### config.mk
export PLATFORM = sky130hd
export DESIGN_NAME = serial_mode_string_parser_core
export DESIGN_NICKNAME = d
export VERILOG_FILES = /design/src/rtl/core/smsp_pkg.sv /design/src/rtl/core/serial_mode_string_parser_core.sv
export VERILOG_INCLUDE_DIRS = /design/src /design/src/rtl/core
export SDC_FILE = /design/constraint.sdc
export NUM_CORES = 1
export LEC_CHECK = 0
export ABC_AREA = 1
export BUFFER_PORTS_ARGS = -buffer_cell sky130_fd_sc_hd__buf_2
export CAP_MARGIN = 20
export CORE_MARGIN = 2
export CORE_UTILIZATION = 57
export CTS_CLUSTER_DIAMETER = 150
export DETAILED_ROUTE_END_ITERATION = 10
export PLACE_DENSITY_LB_ADDON = 0.05
export SYNTH_ARGS = -nofsm -noshare
export SYNTH_HDL_FRONTEND = slang
export SYNTH_SLANG_ARGS = --single-unit
### constraint.sdc
create_clock -name i_clk -period 5.9 [get_ports i_clk]
set_input_delay 1.18 -clock i_clk [delete_from_list [all_inputs] [get_ports i_clk]]
set_output_delay 1.18 -clock i_clk [all_outputs]
set_load 0.01 [all_outputs]
### src/rtl/core/serial_mode_string_parser_core_assert.svh
// assertion macros for the serial mode string parser
`ifndef SERIAL_MODE_STRING_PARSER_CORE_ASSERT_SVH
`define SERIAL_MODE_STRING_PARSER_CORE_ASSERT_SVH

`ifndef SYNTHESIS

// property checked on every clock edge once reset is released
`define SMSP_ASSERT(lbl, clk, rst_n, prop) \
    lbl: assert property (@(posedge clk) disable iff (!rst_n) prop) \
        else $error("smsp assertion failed");

// property that must not hold while reset is released
`define SMSP_ASSERT_NEVER(lbl, clk, rst_n, prop) \
    lbl: assert property (@(posedge clk) disable iff (!rst_n) !(prop)) \
        else $error("smsp forbidden condition");

`else

`define SMSP_ASSERT(lbl, clk, rst_n, prop)

`define SMSP_ASSERT_NEVER(lbl, clk, rst_n, prop)

`endif

`endif

### src/rtl/core/smsp_pkg.sv
// types and constants for the serial mode string parser
package smsp_pkg;

    localparam int SPEED_BITS_DEF = 24;
    localparam int CHAR_W         = 8;
    localparam int SPEED_W        = 24;
    localparam int LCR_W          = 5;
    localparam int IN_W           = 8;
    localparam int OUT_W          = 32;

    // characters of the mode line
    localparam logic [CHAR_W-1:0] CH_NUL   = 8'h00;
    localparam logic [CHAR_W-1:0] CH_SPACE = 8'h20;
    localparam logic [CHAR_W-1:0] CH_TAB   = 8'h09;
    localparam logic [CHAR_W-1:0] CH_CR    = 8'h0D;
    localparam logic [CHAR_W-1:0] CH_ZERO  = 8'h30;
    localparam logic [CHAR_W-1:0] CH_NINE  = 8'h39;
    localparam logic [CHAR_W-1:0] CH_ONE   = 8'h31;
    localparam logic [CHAR_W-1:0] CH_TWO   = 8'h32;
    localparam logic [CHAR_W-1:0] CH_COMMA = 8'h2C;
    localparam logic [CHAR_W-1:0] CH_PLUS  = 8'h2B;
    localparam logic [CHAR_W-1:0] CH_MINUS = 8'h2D;
    localparam logic [CHAR_W-1:0] CH_E     = 8'h65;
    localparam logic [CHAR_W-1:0] CH_O     = 8'h6F;
    localparam logic [CHAR_W-1:0] CH_N     = 8'h6E;
    localparam logic [CHAR_W-1:0] CH_H     = 8'h68;
    localparam logic [CHAR_W-1:0] CH_S     = 8'h73;

    // 16550 line-control codes
    localparam logic [LCR_W-1:0] LCR_WORD7    = 5'h02;
    localparam logic [LCR_W-1:0] LCR_WORD8    = 5'h03;
    localparam logic [LCR_W-1:0] LCR_PAR_ODD  = 5'h08;
    localparam logic [LCR_W-1:0] LCR_PAR_EVEN = 5'h18;
    localparam logic [LCR_W-1:0] LCR_STOP2    = 5'h04;

    typedef enum logic [3:0] {
        PH_SPEED      = 4'd0,
        PH_SPEED_SIGN = 4'd1,
        PH_BITS       = 4'd2,
        PH_BITS_SIGN  = 4'd3,
        PH_PARITY     = 4'd4,
        PH_COMMA_A    = 4'd5,
        PH_STOP       = 4'd6,
        PH_COMMA_B    = 4'd7,
        PH_HAND       = 4'd8,
        PH_END        = 4'd9
    } t_phase;

endpackage

### src/rtl/core/serial_mode_string_parser_core.sv
// serial mode line parser: speed,bits,parity,stop,handshake to speed and line control
// Takes one character of a mode line per cycle, with no gaps needed between characters.
// Each character accepted before an error updates the parse phase and a times-ten number
// accumulator in the same cycle it is accepted. A NUL ends the line: its result is
// registered into the output register (ok, speed, line-control byte) on the NUL, and the
// parser is back at the start of a new line. Non-NUL characters are taken every cycle; the
// input stalls only while a result is held in the output register and downstream is not ready.
`include "serial_mode_string_parser_core_assert.svh"

module serial_mode_string_parser_core #(
    parameter int SPEED_BITS = smsp_pkg::SPEED_BITS_DEF
) (
    input  logic                       i_clk,
    input  logic                       i_rst_n,
    input  logic                       s_axis_tvalid,
    output logic                       s_axis_tready,
    input  logic [smsp_pkg::IN_W-1:0]  s_axis_tdata,  // [7:0] ch
    output logic                       m_axis_tvalid,
    input  logic                       m_axis_tready,
    output logic [smsp_pkg::OUT_W-1:0] m_axis_tdata   // [0] ok, [24:1] speed, [29:25] line_control
);

    localparam int AW      = SPEED_BITS + 1;
    localparam int MW      = AW + 4;
    localparam int SW      = smsp_pkg::SPEED_W;
    localparam int LW      = smsp_pkg::LCR_W;
    localparam int OUT_PAD = smsp_pkg::OUT_W - 1 - SW - LW;

    // parser state
    smsp_pkg::t_phase r_phase, n_phase;
    logic [AW-1:0]    r_acc, n_acc;
    logic             r_saw_digit, n_saw_digit;
    logic             r_saw_prefix, n_saw_prefix;
    logic [SW-1:0]    r_held_speed, n_held_speed;
    logic [LW-1:0]    r_held_ctrl, n_held_ctrl;
    logic             r_failed;
    logic             w_bad;

    // result register
    logic             r_out_valid;
    logic             r_ok;
    logic [SW-1:0]    r_speed;
    logic [LW-1:0]    r_lcr;

    logic [smsp_pkg::CHAR_W-1:0] w_ch;
    logic          w_s_fire, w_nul, w_good;
    logic          w_digit, w_comma, w_blank, w_plus;
    logic          w_num_ph, w_speed_ph, w_sign_ph;
    logic          w_acc_over, w_is7, w_is8, w_mul_over;
    logic [3:0]    w_dval;
    logic [MW-1:0] w_mul;
    logic [AW-1:0] w_acc_step;
    logic [AW+SW-1:0] w_acc_ext;

    assign w_ch     = s_axis_tdata;
    assign w_s_fire = s_axis_tvalid && s_axis_tready;
    assign w_nul    = (w_ch == smsp_pkg::CH_NUL);

    assign s_axis_tready = !r_out_valid || m_axis_tready;

    // character classes
    assign w_digit = (w_ch >= smsp_pkg::CH_ZERO) && (w_ch <= smsp_pkg::CH_NINE);
    assign w_comma = (w_ch == smsp_pkg::CH_COMMA);
    assign w_plus  = (w_ch == smsp_pkg::CH_PLUS);
    assign w_blank = (w_ch == smsp_pkg::CH_SPACE)
                  || ((w_ch >= smsp_pkg::CH_TAB) && (w_ch <= smsp_pkg::CH_CR));
    assign w_dval  = w_ch[3:0];

    assign w_speed_ph = (r_phase == smsp_pkg::PH_SPEED) || (r_phase == smsp_pkg::PH_SPEED_SIGN);
    assign w_sign_ph  = (r_phase == smsp_pkg::PH_SPEED_SIGN) || (r_phase == smsp_pkg::PH_BITS_SIGN);
    assign w_num_ph   = w_speed_ph || (r_phase == smsp_pkg::PH_BITS)
                     || (r_phase == smsp_pkg::PH_BITS_SIGN);

    // acc * 10 + digit, saturating just above the speed limit
    assign w_mul      = {1'b0, r_acc, 3'b000} + {3'b000, r_acc, 1'b0}
                      + {{(MW-4){1'b0}}, w_dval};
    assign w_mul_over = |w_mul[MW-1:SPEED_BITS];
    assign w_acc_step = w_mul_over ? {1'b1, {SPEED_BITS{1'b0}}} : w_mul[AW-1:0];

    assign w_acc_over = r_acc[SPEED_BITS];
    assign w_is7      = (r_acc == AW'(7));
    assign w_is8      = (r_acc == AW'(8));
    assign w_acc_ext  = {{SW{1'b0}}, r_acc};

    assign w_good = !r_failed && (r_phase == smsp_pkg::PH_END);

    // next phase and syntax check
    always_comb begin
        n_phase = r_phase;
        w_bad   = 1'b0;
        unique case (r_phase)
            smsp_pkg::PH_SPEED, smsp_pkg::PH_SPEED_SIGN,
            smsp_pkg::PH_BITS, smsp_pkg::PH_BITS_SIGN: begin
                if (w_comma) begin
                    if (r_saw_prefix && !r_saw_digit) begin
                        w_bad = 1'b1;
                    end else if (w_speed_ph) begin
                        if (w_acc_over) w_bad = 1'b1;
                        else            n_phase = smsp_pkg::PH_BITS;
                    end else begin
                        if (w_is7 || w_is8) n_phase = smsp_pkg::PH_PARITY;
                        else                w_bad = 1'b1;
                    end
                end else if (!w_digit) begin
                    priority if (r_saw_digit || w_sign_ph) begin
                        w_bad = 1'b1;
                    end else if (w_plus) begin
                        n_phase = w_speed_ph ? smsp_pkg::PH_SPEED_SIGN
                                             : smsp_pkg::PH_BITS_SIGN;
                    end else begin
                        w_bad = !w_blank;
                    end
                end
            end
            smsp_pkg::PH_PARITY: begin
                if (w_ch == smsp_pkg::CH_E || w_ch == smsp_pkg::CH_O || w_ch == smsp_pkg::CH_N)
                    n_phase = smsp_pkg::PH_COMMA_A;
                else
                    w_bad = 1'b1;
            end
            smsp_pkg::PH_COMMA_A: begin
                if (w_comma) n_phase = smsp_pkg::PH_STOP;
                else         w_bad = 1'b1;
            end
            smsp_pkg::PH_STOP: begin
                if (w_ch == smsp_pkg::CH_ONE || w_ch == smsp_pkg::CH_TWO)
                    n_phase = smsp_pkg::PH_COMMA_B;
                else
                    w_bad = 1'b1;
            end
            smsp_pkg::PH_COMMA_B: begin
                if (w_comma) n_phase = smsp_pkg::PH_HAND;
                else         w_bad = 1'b1;
            end
            smsp_pkg::PH_HAND: begin
                if (w_ch == smsp_pkg::CH_MINUS || w_ch == smsp_pkg::CH_H
                        || w_ch == smsp_pkg::CH_S)
                    n_phase = smsp_pkg::PH_END;
                else
                    w_bad = 1'b1;
            end
            default: begin
                // anything after the handshake character
                w_bad = 1'b1;
            end
        endcase
    end

    // datapath next values; garbage after an error is masked on the result
    always_comb begin
        n_acc        = r_acc;
        n_saw_digit  = r_saw_digit;
        n_saw_prefix = r_saw_prefix;
        n_held_speed = r_held_speed;
        n_held_ctrl  = r_held_ctrl;
        if (w_num_ph) begin
            priority if (w_digit) begin
                n_acc       = w_acc_step;
                n_saw_digit = 1'b1;
            end else if (w_comma) begin
                n_acc        = '0;
                n_saw_digit  = 1'b0;
                n_saw_prefix = 1'b0;
                if (w_speed_ph) n_held_speed = w_acc_ext[SW-1:0];
                else            n_held_ctrl  = w_is7 ? smsp_pkg::LCR_WORD7 : smsp_pkg::LCR_WORD8;
            end else begin
                n_saw_prefix = r_saw_prefix || w_blank || w_plus;
            end
        end else if (r_phase == smsp_pkg::PH_PARITY) begin
            if (w_ch == smsp_pkg::CH_E)      n_held_ctrl = r_held_ctrl | smsp_pkg::LCR_PAR_EVEN;
            else if (w_ch == smsp_pkg::CH_O) n_held_ctrl = r_held_ctrl | smsp_pkg::LCR_PAR_ODD;
        end else if (r_phase == smsp_pkg::PH_STOP) begin
            if (w_ch == smsp_pkg::CH_TWO) n_held_ctrl = r_held_ctrl | smsp_pkg::LCR_STOP2;
        end
    end

    always_ff @(posedge i_clk) begin
        if (!i_rst_n) begin
            r_phase      <= smsp_pkg::PH_SPEED;
            r_acc        <= '0;
            r_saw_digit  <= 1'b0;
            r_saw_prefix <= 1'b0;
            r_held_speed <= '0;
            r_held_ctrl  <= '0;
            r_failed     <= 1'b0;
        end else if (w_s_fire) begin
            if (w_nul) begin
                // line done, start over
                r_phase      <= smsp_pkg::PH_SPEED;
                r_acc        <= '0;
                r_saw_digit  <= 1'b0;
                r_saw_prefix <= 1'b0;
                r_held_speed <= '0;
                r_held_ctrl  <= '0;
                r_failed     <= 1'b0;
            end else if (!r_failed) begin
                r_phase      <= n_phase;
                r_acc        <= n_acc;
                r_saw_digit  <= n_saw_digit;
                r_saw_prefix <= n_saw_prefix;
                r_held_speed <= n_held_speed;
                r_held_ctrl  <= n_held_ctrl;
                r_failed     <= w_bad;
            end
        end
    end

    always_ff @(posedge i_clk) begin
        if (!i_rst_n) begin
            r_out_valid <= 1'b0;
            r_ok        <= 1'b0;
            r_speed     <= '0;
            r_lcr       <= '0;
        end else if (w_s_fire && w_nul) begin
            r_out_valid <= 1'b1;
            r_ok        <= w_good;
            r_speed     <= w_good ? r_held_speed : '0;
            r_lcr       <= w_good ? r_held_ctrl : '0;
        end else if (m_axis_tready) begin
            r_out_valid <= 1'b0;
        end
    end

    assign m_axis_tvalid = r_out_valid;
    assign m_axis_tdata  = {{OUT_PAD{1'b0}}, r_lcr, r_speed, r_ok};

    `SMSP_ASSERT(a_nul_gives_result, i_clk, i_rst_n, (w_s_fire && w_nul) |=> r_out_valid)
    `SMSP_ASSERT(a_nul_restarts, i_clk, i_rst_n, (w_s_fire && w_nul) |=> !r_failed)
    `SMSP_ASSERT_NEVER(a_no_overwrite, i_clk, i_rst_n, r_out_valid && !m_axis_tready && w_s_fire)
    `SMSP_ASSERT(a_fail_zeroes, i_clk, i_rst_n, (r_out_valid && !r_ok) |-> (r_speed == '0 && r_lcr == '0))
    `SMSP_ASSERT(a_ok_word_len, i_clk, i_rst_n, (r_out_valid && r_ok) |-> r_lcr[1])
    `SMSP_ASSERT(a_fail_sticky, i_clk, i_rst_n, (r_failed && !(w_s_fire && w_nul)) |=> r_failed)

endmodule
==> results.tsv <==
metric	value	unit
count of inserted antenna diode cells	0	
via count of the first global-routing pass	5504	
Die Area	12300	um^2
top cell type by total area after synthesis	dfxtp_1	
switching share of power	0.227	
leading cell types by count after synthesis	nand2_1 (260), inv_1 (149), nor2_1 (105)	
total number of nets in the final design	1092	
transition at the pin with the smallest max-transition slack	1.02	ns
Floorplan Core Area	11300	um^2
number of inserted filler cells in the final layout	1069	
number of search-and-repair iterations in the first detailed-routing pass	6	
P per Cell Area	180	nW/um^2
count of yosys warnings during synthesis	0	
post-synthesis cell count	1007	
largest net degree at the start of global routing	54	
remaining max-slew budget at the tightest pin	0.317	
final critical-path required period	4.06	ns
clock tree from TritonCTS	built	
Pleak	3.43	nW
post-synthesis cell type count	45	
clock latency at the later pin of the worst-skew pair	0.34	ns
cell with the most instances after synthesis	nand2_1	
share of layout cells above drive strength 1	0.0979	
path class of the lowest-slack min-delay path	register to register	
Sequential Power Share	0.492	
accumulated negative setup slack	0	ns
setup-violating endpoint count in the final report	0	
RSZ-0062 raised after global routing	no	
number of hold buffers added after CTS	0	
antenna violation net count after detailed routing	0	
share of Yosys cell area claimed by the top area cell type	0.283	
crit path kind	input port to register	
clock share of power	0.463	
Resized Gates After CTS	0	
initial standard-cell utilization of the core	0.578	
arrival time of data at the critical path endpoint	4.25	ns
Routed WL per cell	13.4	um
number of remaining DRC errors	0	
Tot GR Track Use	0.261	
routability congestion estimate from global placement	0.974	
total gr overflow	0	
clock buffer count from CTS	9	
layout overhead on the synthesized area	8.26	%
worst-case clock buffer depth	2	
vias after detailed routing	6257	
endpoint type of the worst setup path	register	
DR vias/cell	5.33	
H-tree depth	3	
Max Freq	246	MHz
Max-Cap Viols	0	
proportion of synthesized chip area in sequential cells	0.283	
category of the worst setup path launch point	input port	
Iter 0 DRT Violations	527	
startpoint of the worst register-to-register path	r_acc[0]	
standard-cell row count	39	
critical-path maximum fanout	25	
number of clock sinks seen by CTS	92	
Final Slew Violations	0	
die extent in y	111	um
Most used DFF post-synth	dfxtp_1	
post-detailed-placement half-perimeter wirelength	11900	um
cell-internal power	0.982	mW
root buf cell	clkbuf_16	
number of enable flip-flop cells after synthesis	0	
hold path startpoint	r_failed	
CP required	6.09	ns
final wirelength	15700	um
I/O pin count	46	
count of input and output buffers	43	
Max rail drop VDD	0.193	mV
antenna violations before repair	0	
number of register bits inferred by synthesis	92	
start point of the critical path	s_axis_tdata[3]	
Sw Pwr	0.288	mW
Hold Worst Slack	0.452	ns
Post-Syn Area per Cell	6.46	um^2
post-route clock period utilization	0.689	
global-route wire length before repair	26900	um
Async SR Flop Fraction	0	
outcome	finished, final reports clean	
Final Skew	0.0106	ns
post-synthesis instance area	6510	um^2
hold violation count in the final report	0	
number of buffers added for setup after CTS	0	
cells taking the most area after synthesis	dfxtp_1 (28%), nand2_1 (15%), ha_1 (9.8%)	
Clock Pin Slew Worst Setup and Hold Paths	0.07	ns
combinational cell fraction of total power	0.045	
width of the die	111	um
placed cells by master (no fill, tap or decap), types with 4 or more instances in the layout:
| master | netlist | layout |
|---|---|---|
| a211oi_2 | 20 | 20 |
| nor2_2 | 4 | 4 |
| nand2_2 | 4 | 4 |
| nand3_1 | 68 | 68 |
| o21ai_0 | 43 | 43 |
| a21oi_1 | 79 | 79 |
| nand4_1 | 36 | 36 |
| buf_2 | 7 | 43 |
| nor2_1 | 105 | 105 |
| inv_1 | 149 | 149 |
| a211oi_1 | 4 | 4 |
| nand2_1 | 260 | 260 |
| ha_1 | 51 | 51 |
| inv_2 | 4 | 4 |
| nor3_1 | 14 | 14 |
| dfxtp_1 | 92 | 92 |
| clkbuf_16 | 0 | 9 |
cells by family after synthesis:
family,share of synthesized area
buf+inv,0.118
flops,0.283
other cells,0.000576
xor+xnor,0.00269
simple gates,0.336
compound gates,0.155
fa+ha+maj,0.104
layer usage:
layer	vias up	wire length (um)	global-route usage
met5	-	0	0
met4	0	109	0.0525
met3	8	870	0.0377
met2	175	6200	0.371
met1	2752	8560	0.415
li1	3322	-	-
worst max-delay path: stages:
cell and delay, ns:
buf_2 0.12, inv_1 0.10, fa_1 0.61, inv_1 0.06, ha_1 0.30, nand3_1 0.09, nand3_1 0.19, nand2_1 0.11
nand2_1 0.10, nand2_1 0.10, nand3_1 0.08, nand2_1 0.06, nand2_1 0.05, nor2_2 0.79, nand3_1 0.15, nand2_1 0.11
a21oi_1 0.06
power by group through the flow:
stage               Clock [mW]  Sequential (mW)  Combinational [mW]
floorplan                    0            0.638              0.0424
global placement             0            0.639              0.0560
detailed placement           0            0.639              0.0562
CTS                      0.599            0.625              0.0565
global route             0.622            0.625              0.0644
finish                   0.589            0.625              0.0572
final timing paths:
check / endpoint / slack, ns / cells after the start
worst min-delay path: r_failed / 0.45 / 2
worst min register to register: r_failed / 0.45 / 2
worst max register to register: r_acc[24] / 2.34 / 16
worst max-delay path: r_acc[24] / 1.84 / 17
state kept, by name (all words and copies together), names as in the netlist:
register / cells
r_saw_digit: 1
r_acc: 25
r_saw_prefix: 1
r_held_ctrl: 5
r_failed: 1
r_held_speed: 24
m_axis_tvalid: 1
r_ok: 1
r_speed: 24
r_phase: 4
r_lcr: 5
final cells by class:
cell class	count	area, um^2	share of cell area
Multi-Input combinational cell	725	3910	0.555
Sequential cell	92	1840	0.261
Inverter	154	578	0.0820
Clock buffer	10	239	0.0339
Timing Repair Buffer	45	230	0.0327
Tap cell	143	179	0.0254
Clock inverter	6	70.1	0.00994
per-stage QoR:
step	instances	cell area, um^2	setup slack (ns)	utilization	power (mW)
after floorplan	1008	6510	2.42	-	0.681
after global placement	1159	6740	1.58	0.598	0.695
after detailed placement	1159	6740	1.50	0.598	0.695
after CTS	1175	7050	1.86	0.625	1.28
after global routing	1175	7050	1.55	0.625	1.31
final	1175	7050	1.84	0.625	1.27
Power figures use the tool's default switching activity.
